File: config.mk
export PLATFORM = sky130hd
export DESIGN_NAME = signed_decimal_seven_segment_formatter_unit
export DESIGN_NICKNAME = d
export VERILOG_FILES = /design/src/rtl/core/sdssf_pkg.sv /design/src/rtl/core/signed_decimal_seven_segment_formatter_unit.sv
export SDC_FILE = /design/constraint.sdc
export NUM_CORES = 1
export LEC_CHECK = 0
export ABC_AREA = 1
export BUFFER_PORTS_ARGS = -buffer_cell sky130_fd_sc_hd__buf_2
export CAP_MARGIN = 30
export CORE_MARGIN = 2
export CORE_UTILIZATION = 50
export CTS_BUF_LIST = sky130_fd_sc_hd__clkbuf_8
export DETAILED_ROUTE_END_ITERATION = 8
export HOLD_SLACK_MARGIN = 0.06
export PLACE_DENSITY_LB_ADDON = 0.1
export SYNTH_ARGS = -nofsm -noshare
export SYNTH_HDL_FRONTEND = slang
export SYNTH_SLANG_ARGS = --single-unit
File: constraint.sdc
create_clock -name clk -period 16.85 [get_ports clk]
set_input_delay 1.685 -clock clk [delete_from_list [all_inputs] [get_ports clk]]
set_output_delay 1.685 -clock clk [all_outputs]
set_load 0.01 [all_outputs]
File: src/rtl/core/sdssf_pkg.sv
// shared constants and helper functions for the signed decimal seven segment formatter
package sdssf_pkg;

  // display geometry and number format
  localparam int DIGIT_COUNT = 4;
  localparam int FRAC_BITS   = 16;
  localparam int VALUE_W     = 32;
  localparam int ROW_W       = 2;
  localparam int INT_W       = VALUE_W - FRAC_BITS;
  localparam int POS_W       = (DIGIT_COUNT > 1) ? $clog2(DIGIT_COUNT) : 1;
  localparam int CNT_W       = POS_W + 1;
  localparam int BCD_W       = 4;
  localparam int SEG_W       = 8;
  localparam int COL_LOW_W   = 8;
  localparam int COL_HIGH_W  = 4;
  localparam int DPOS_W      = 2;
  localparam int WIDE_W      = 40;

  // stream payload widths
  localparam int IN_DATA_W   = 32;
  localparam int OUT_DATA_W  = 24;

  // display rows
  localparam logic [ROW_W-1:0] ROW_LOW     = 2'd0;
  localparam logic [ROW_W-1:0] ROW_MID     = 2'd1;
  localparam logic [ROW_W-1:0] ROW_HIGH    = 2'd2;
  localparam logic [ROW_W-1:0] ROW_INVALID = 2'd3;

  // special segment patterns (active low)
  localparam logic [SEG_W-1:0] SEG_MINUS      = 8'hbf;
  localparam logic [SEG_W-1:0] SEG_POINT_MASK = 8'h7f;
  localparam logic [SEG_W-1:0] SEG_BLANK      = 8'hff;

  typedef logic [SEG_W-1:0] seg_t;
  typedef logic [BCD_W-1:0] bcd_t;

  // power of ten, used only with constant arguments
  function automatic logic [WIDE_W-1:0] pow10(input int n);
    logic [WIDE_W-1:0] acc;
    acc = WIDE_W'(1);
    for (int i = 0; i < n; i++) begin
      acc = acc * WIDE_W'(10);
    end
    return acc;
  endfunction

  // decimal digit to active-low segment pattern
  function automatic seg_t seg_of(input bcd_t d);
    seg_t s;
    case (d)
      4'd0:    s = 8'hc0;
      4'd1:    s = 8'hf9;
      4'd2:    s = 8'ha4;
      4'd3:    s = 8'hb0;
      4'd4:    s = 8'h99;
      4'd5:    s = 8'h92;
      4'd6:    s = 8'h82;
      4'd7:    s = 8'hf8;
      4'd8:    s = 8'h80;
      4'd9:    s = 8'h90;
      default: s = SEG_BLANK;
    endcase
    return s;
  endfunction

endpackage

File: src/rtl/core/signed_decimal_seven_segment_formatter_unit.sv
// top level: signed fixed-point value to four seven-segment position transactions
//
//   channel | direction | payload                                  | per value
//   --------+-----------+------------------------------------------+-----------------
//   in_*    | slave     | tuser: row, tdata: value                 | one transaction
//   out_*   | master    | tdata: position/enables/segments, tlast  | DIGIT_COUNT or none
//
// an accepted value lands in the input register; the whole formatting (sign,
// decimal digits, fraction digits, segment lookup) is done combinationally and
// written to the result register once it is free; that register then issues
// one position per cycle while out_tready is high, DIGIT_COUNT per value (4 by
// default); the output serializer is the bottleneck, while the input register
// already holds the next value. dropped values (invalid row, overflow) are not sent.
// reset is synchronous, active low, and clears valid flags and the position
// counter; backpressure on out_tready holds the current position and fills
// the input register before in_tready falls
module signed_decimal_seven_segment_formatter_unit (
  input  logic                              clk,
  input  logic                              rst_n,
  input  logic                              in_tvalid,
  output logic                              in_tready,
  input  logic [sdssf_pkg::IN_DATA_W-1:0]   in_tdata,   // [31:0] value
  input  logic [sdssf_pkg::ROW_W-1:0]       in_tuser,   // [1:0] row
  output logic                              out_tvalid,
  input  logic                              out_tready,
  output logic [sdssf_pkg::OUT_DATA_W-1:0]  out_tdata,  // [1:0] digit_position,
                                                        // [9:2] column_enable_low,
                                                        // [13:10] column_enable_high,
                                                        // [21:14] segments, [23:22] zero
  output logic                              out_tlast   // last position of the value
);
  import sdssf_pkg::*;

  // input register
  logic                 a_valid_r, a_valid_nxt;
  logic [VALUE_W-1:0]   a_value_r;
  logic [ROW_W-1:0]     a_row_r;

  // result register
  logic                 b_valid_r, b_valid_nxt;
  logic [POS_W-1:0]     pos_r, pos_nxt;
  logic [ROW_W-1:0]     b_row_r;
  seg_t                 segs_r [DIGIT_COUNT];

  // formatting logic
  logic                 neg;
  logic [VALUE_W-1:0]   mag;
  logic [INT_W-1:0]     ipart;
  logic [FRAC_BITS-1:0] frac;
  logic                 drop;
  bcd_t                 idig [DIGIT_COUNT];
  bcd_t                 fdig [DIGIT_COUNT];
  logic [CNT_W-1:0]     ndig;
  seg_t                 segs_nxt [DIGIT_COUNT];

  // handshake control
  logic                 out_fire;
  logic                 out_done;
  logic                 b_free;
  logic                 a_move;
  logic                 b_load;

  assign out_fire  = out_tvalid && out_tready;
  assign out_done  = out_fire && (pos_r == POS_W'(DIGIT_COUNT - 1));
  assign b_free    = !b_valid_r || out_done;
  assign a_move    = a_valid_r && (drop || b_free);
  assign b_load    = a_valid_r && !drop && b_free;
  assign in_tready = !a_valid_r || a_move;

  // integer and fraction split of the magnitude
  always_comb begin
    neg   = a_value_r[VALUE_W-1];
    mag   = neg ? (~a_value_r + VALUE_W'(1)) : a_value_r;
    ipart = mag[VALUE_W-1:FRAC_BITS];
    frac  = mag[FRAC_BITS-1:0];
  end

  // decimal digits of the integer part, one compare-subtract per place
  always_comb begin
    logic [WIDE_W-1:0] rem;
    logic [WIDE_W-1:0] sub;
    bcd_t              d;
    rem = WIDE_W'(ipart);
    for (int p = DIGIT_COUNT - 1; p >= 0; p--) begin
      d   = '0;
      sub = '0;
      for (int m = 1; m < 10; m++) begin
        if (rem >= WIDE_W'(m) * pow10(p)) begin
          d   = BCD_W'(m);
          sub = WIDE_W'(m) * pow10(p);
        end
      end
      idig[p] = d;
      rem     = rem - sub;
    end
  end

  // count of integer digits, at least one so a zero integer part shows "0."
  always_comb begin
    ndig = CNT_W'(1);
    for (int p = 0; p < DIGIT_COUNT; p++) begin
      if (idig[p] != '0) begin
        ndig = CNT_W'(p + 1);
      end
    end
  end

  // truncated fraction digits: times ten, peel off the integer bits
  always_comb begin
    logic [FRAC_BITS-1:0] f;
    logic [FRAC_BITS+3:0] t;
    f = frac;
    for (int i = 0; i < DIGIT_COUNT; i++) begin
      t       = {3'b000, f, 1'b0} + {1'b0, f, 3'b000};
      fdig[i] = t[FRAC_BITS+3:FRAC_BITS];
      f       = t[FRAC_BITS-1:0];
    end
  end

  // overflow and invalid row checks
  always_comb begin
    drop = (a_row_r == ROW_INVALID)
        || (WIDE_W'(ipart) >= pow10(DIGIT_COUNT))
        || (neg && (WIDE_W'(ipart) >= pow10(DIGIT_COUNT - 1)));
  end

  // character for each position: optional minus, integer digits, fraction digits
  always_comb begin
    logic [CNT_W-1:0] k;
    logic [CNT_W-1:0] place;
    logic [CNT_W-1:0] fidx;
    for (int y = 0; y < DIGIT_COUNT; y++) begin
      k     = CNT_W'(y) - CNT_W'(neg);
      place = ndig - CNT_W'(1) - k;
      fidx  = k - ndig;
      if (neg && (y == 0)) begin
        segs_nxt[y] = SEG_MINUS;
      end else if (k < ndig) begin
        segs_nxt[y] = seg_of(idig[place[POS_W-1:0]]);
        if (k == ndig - CNT_W'(1)) begin
          segs_nxt[y] = segs_nxt[y] & SEG_POINT_MASK;
        end
      end else begin
        segs_nxt[y] = seg_of(fdig[fidx[POS_W-1:0]]);
      end
    end
  end

  // valid flags and position counter
  always_comb begin
    a_valid_nxt = a_valid_r;
    if (in_tvalid && in_tready) begin
      a_valid_nxt = 1'b1;
    end else if (a_move) begin
      a_valid_nxt = 1'b0;
    end

    b_valid_nxt = b_valid_r;
    pos_nxt     = pos_r;
    if (b_load) begin
      b_valid_nxt = 1'b1;
      pos_nxt     = '0;
    end else if (out_done) begin
      b_valid_nxt = 1'b0;
      pos_nxt     = '0;
    end else if (out_fire) begin
      pos_nxt     = pos_r + POS_W'(1);
    end
  end

  always_ff @(posedge clk) begin
    if (!rst_n) begin
      a_valid_r <= 1'b0;
      b_valid_r <= 1'b0;
      pos_r     <= '0;
    end else begin
      a_valid_r <= a_valid_nxt;
      b_valid_r <= b_valid_nxt;
      pos_r     <= pos_nxt;
    end
  end

  // payload registers
  always_ff @(posedge clk) begin
    if (in_tvalid && in_tready) begin
      a_value_r <= in_tdata;
      a_row_r   <= in_tuser;
    end
    if (b_load) begin
      b_row_r <= a_row_r;
      for (int y = 0; y < DIGIT_COUNT; y++) begin
        segs_r[y] <= segs_nxt[y];
      end
    end
  end

  // column enables for the current position, active low
  always_comb begin
    logic [COL_LOW_W-1:0]  col_low;
    logic [COL_HIGH_W-1:0] col_high;
    col_low  = '1;
    col_high = '1;
    for (int b = 0; b < COL_LOW_W; b++) begin
      if ((b_row_r == ROW_LOW) && (int'(pos_r) == b)) begin
        col_low[b] = 1'b0;
      end
      if ((b_row_r == ROW_MID) && (int'(pos_r) + 4 == b)) begin
        col_low[b] = 1'b0;
      end
    end
    for (int b = 0; b < COL_HIGH_W; b++) begin
      if ((b_row_r == ROW_HIGH) && (int'(pos_r) == b)) begin
        col_high[b] = 1'b0;
      end
    end
    out_tdata = {2'b00, segs_r[pos_r], col_high, col_low, DPOS_W'(pos_r)};
  end

  assign out_tvalid = b_valid_r;
  assign out_tlast  = (pos_r == POS_W'(DIGIT_COUNT - 1));

endmodule
==> PnR_summary.wiki <==
{| class="wikitable"
! Metric !! Value
|-
| Delay-heaviest family, CP || simple AND/OR/NAND/NOR gates
|-
| Via total after detailed routing || 10410
|-
| Clock Skew || 12.62 ps
|-
| Number of global-route vias before repair || 9715
|-
| Most instantiated flip-flop cell in the synthesis netlist || sky130_fd_sc_hd__edfxtp_1
|-
| Height of the die || 151.6 µm
|-
| DR pass1 iterations || 5
|-
| Wire length of the first global-routing pass || 44450 µm
|-
| Nature of the critical path endpoint || register
|-
| Cell type contributing the most total cell area after synthesis || sky130_fd_sc_hd__edfxtp_1
|-
| DR DRC count || 0
|-
| Layout overhead on the synthesized area || 7.272%
|-
| Number of cells on the worst reg-to-reg path || 98
|-
| Setup repair after global routing missed its margin || no
|-
| H-tree level count || 3
|-
| Destination of the worst register-to-register timing path || segs_r[1][3]$_DFFE_PP_
|-
| Most frequent cell on the critical path || sky130_fd_sc_hd__nand2_1
|-
| Startpoint of the most critical hold path || a_row_r[0]$_DFFE_PP_
|-
| Number of CTS-inserted buffers || 9
|-
| Initial antenna violation count || 0
|-
| Maximum clock frequency || 68.75 MHz
|-
| Number of port buffers || 62
|-
| Synth top area cells || sky130_fd_sc_hd__edfxtp_1 19%, sky130_fd_sc_hd__ha_1 14%, sky130_fd_sc_hd__nand2_1 12%
|-
| Part of the Yosys area used for sequential elements || 0.1985
|-
| Critical-path maximum fanout || 42
|-
| Number of hold-slack violations in the final timing report || 0
|-
| Number of buffers between clock root and the deepest sink || 2
|-
| Floorplan die width || 151.6 µm
|-
| Worst setup timing slack at the placement stage || 2498 ps
|-
| Hold endpoint || b_row_r[0]$_DFFE_PP_
|-
| Residual antenna-violating net count after detailed routing || 0
|-
| Worst hold path cell count || 0
|-
| Most Crowded Layer GR || met2
|-
| Post-Syn Instances || 1630
|-
| Antenna diodes || 0
|-
| Ratio of cells with drive above 1 in the final layout || 0.1203
|-
| Warnings, synthesis || 0
|-
| Total negative setup slack || 0 ps
|-
| Final Slew Violations || 0
|-
| Startpoint of the lowest-slack register-to-register path || a_value_r[31]$_DFFE_PP_
|-
| Pin count of the biggest net entering global routing || 43
|-
| Data arrival time of the worst path || 14680 ps
|-
| Final Net Count || 1858
|-
| Final setup violation count || 0
|-
| Number of violations of the max-capacitance limit || 0
|-
| EDFF count, synth || 68
|-
| Total routed wirelength || 27300 µm
|-
| Share of the synthesized area in the top cell type || 0.1875
|-
| Clock sink count || 74
|-
| Worst Max-Slew Pin Slew || 807.1 ps
|-
| Minimum setup slack among reg-to-reg paths || 2300 ps
|-
| Clock Pin Slew Worst Setup and Hold Paths || 90 ps
|-
| Share of async-settable or async-resettable flops after synthesis || 0
|-
| Met2 track demand over resource || 0.4258
|-
| Startpoint types || register
|-
| Final cycle utilization of the critical path || 0.8633
|-
| CTS Hold Bufs || 0
|-
| GR Util met3 || 0.03234
|-
| Number of inserted filler cells in the final layout || 2117
|-
| Path type of the worst min-delay path || reg -> reg
|-
| Half-perimeter wire length after detailed placement || 22930 µm
|-
| Delay contributed by the slowest stage of the critical path || 540 ps
|-
| Starting density of the core || 0.5133
|-
| Status || finished, final reports clean
|-
| Post-CTS sizing || 0
|-
| Critical Path Slowest Stage Cell || sky130_fd_sc_hd__a311oi_1
|-
| #FFs+latches synth || 74
|-
| Remaining global-route overflow || 0
|-
| Placeable core region || 21220 µm²
|-
| Weighted congestion reported at the end of routability-driven placement || 0.9335
|-
| Cell row count || 53
|-
| CP Class || reg -> reg
|-
| Die Area || 22980 µm²
|-
| Detail-routed net length per standard cell || 13.85 µm
|-
| Buffers inserted during post-CTS setup optimization || 0
|-
| Post-Synthesis Mean Instance Area || 6.682 µm²
|-
| CTS tree || yes
|-
| Overall global routing resource usage || 0.2409
|-
| First DRT Iteration DRCs || 514
|-
| Distinct cell type count after synthesis || 62
|-
| Final critical-path required period || 14550 ps
|-
| Worst path bufs/invs || 12
|-
| Ratio of routed vias to standard cells || 5.281
|-
| Cell area after technology mapping || 10890 µm²
|-
| Clock tree root buffer cell || sky130_fd_sc_hd__clkbuf_8
|-
| I/O pin cnt || 65
|-
| Source of the critical timing path || a_value_r[31]$_DFFE_PP_
|-
| Required time of the critical path || 16980 ps
|-
| Global Route met1 Usage || 0.3113
|-
| Worst-case headroom to the max-slew limit || 0.4563
|-
| Worst path setup slack after routing || 2304 ps
|-
| Clock Latency Late Sink || 380 ps
|}
## stage by stage
stage,utilization,instance area [µm²],cells,hold slack [ps]
floorplan,-,10900,1631,426.2
global placement,0.5415,11490,1954,453.4
detailed placement,0.5415,11490,1954,446.1
CTS,0.5502,11680,1970,469.0
global route,0.5506,11680,1971,487.7
finish,0.5506,11680,1971,461.8
## worst max path at each step
stage | endpoint | slack (ps) | cells past startpoint
6_report | segs_r[1][3]$_DFFE_PP_ | 2300 | 98
5_1_grt | segs_r[1][3]$_DFFE_PP_ | 610 | 98
4_1_cts | segs_r[1][3]$_DFFE_PP_ | 2460 | 98
3_5_place_dp | segs_r[1][3]$_DFFE_PP_ | 2500 | 98
3_3_place_gp | segs_r[1][3]$_DFFE_PP_ | 2530 | 94
2_1_floorplan | segs_r[1][3]$_DFFE_PP_ | 4820 | 100
## state kept, by name (all words and copies together) (netlist names), named ones only
signal	flops
a_row_r	2
a_valid_r	1
a_value_r	32
b_row_r	2
out_tvalid	1
pos_r	2
segs_r	32
## metal layers
metal,routed length (µm),up-vias
met5,0,-
met4,503,0
met3,1269,39
met2,12760,254
met1,12760,4607
li1,-,5509
## cell usage in the layout (no fill, tap or decap), types with 8 or more instances in the layout
master and n:
sky130_fd_sc_hd__nand2_2 25, sky130_fd_sc_hd__o21ai_1 34, sky130_fd_sc_hd__xnor2_1 23, sky130_fd_sc_hd__edfxtp_1 68
sky130_fd_sc_hd__nand4_1 28, sky130_fd_sc_hd__inv_1 236, sky130_fd_sc_hd__buf_2 62, sky130_fd_sc_hd__inv_2 25
sky130_fd_sc_hd__clkbuf_8 9, sky130_fd_sc_hd__nor3_1 25, sky130_fd_sc_hd__nand2_4 9, sky130_fd_sc_hd__nor2_2 14
sky130_fd_sc_hd__o21bai_1 9, sky130_fd_sc_hd__nand3_1 92, sky130_fd_sc_hd__nand2_1 338, sky130_fd_sc_hd__a21oi_1 103
sky130_fd_sc_hd__o21ai_0 93, sky130_fd_sc_hd__ha_1 124, sky130_fd_sc_hd__xor2_1 51, sky130_fd_sc_hd__nor2_1 184
sky130_fd_sc_hd__nor2_4 8, sky130_fd_sc_hd__a31oi_1 12, sky130_fd_sc_hd__o21ai_2 11, sky130_fd_sc_hd__o22ai_1 10
## layout make-up
class / instances / area (µm²) / share of cell area
multi-input cells: 1276 / 7657 / 0.6554
clock inverters: 7 / 61.31 / 0.005247
repair buffers: 67 / 347.8 / 0.02977
flip-flops and latches: 74 / 2162 / 0.1851
inverters: 263 / 987.2 / 0.08449
clock buffers: 9 / 123.9 / 0.01060
well taps: 275 / 344.1 / 0.02945
## kinds of logic after synthesis
| kind of cell | synth area share |
|---|---|
| compound gates | 0.1683 |
| xor+xnor | 0.06502 |
| fa+ha+maj | 0.1516 |
| buf+inv | 0.09902 |
| flops | 0.1985 |
| other cells | 0.0003443 |
| simple gates | 0.3172 |
## Yosys cell counts, types with 4 or more instances
library cell / instances
sky130_fd_sc_hd__nand2_4: 9
sky130_fd_sc_hd__dfxtp_1: 6
sky130_fd_sc_hd__inv_1: 236
sky130_fd_sc_hd__clkbuf_1: 11
sky130_fd_sc_hd__nor2_2: 13
sky130_fd_sc_hd__nand3_4: 4
sky130_fd_sc_hd__a211oi_1: 4
sky130_fd_sc_hd__xnor2_1: 23
sky130_fd_sc_hd__buf_4: 4
sky130_fd_sc_hd__xor2_1: 51
sky130_fd_sc_hd__nand3_1: 92
sky130_fd_sc_hd__nor3_1: 25
sky130_fd_sc_hd__a31oi_1: 12
sky130_fd_sc_hd__fa_1: 5
sky130_fd_sc_hd__nand2_2: 25
sky130_fd_sc_hd__ha_1: 124
sky130_fd_sc_hd__a21oi_1: 103
sky130_fd_sc_hd__o21ai_1: 34
sky130_fd_sc_hd__nor2_1: 185
sky130_fd_sc_hd__o22ai_1: 10
sky130_fd_sc_hd__o21ai_0: 93
sky130_fd_sc_hd__o211ai_1: 7
sky130_fd_sc_hd__nor2_4: 8
sky130_fd_sc_hd__a21o_1: 6
sky130_fd_sc_hd__inv_2: 25
sky130_fd_sc_hd__edfxtp_1: 68
sky130_fd_sc_hd__o21ai_2: 11
sky130_fd_sc_hd__o31ai_1: 7
sky130_fd_sc_hd__nand3_2: 7
sky130_fd_sc_hd__nand4_1: 28
sky130_fd_sc_hd__nand2_1: 338
sky130_fd_sc_hd__o21bai_1: 9
Power is not shown: default switching activity piles up to over one toggle a cycle in this logic, so the estimate is an artifact.
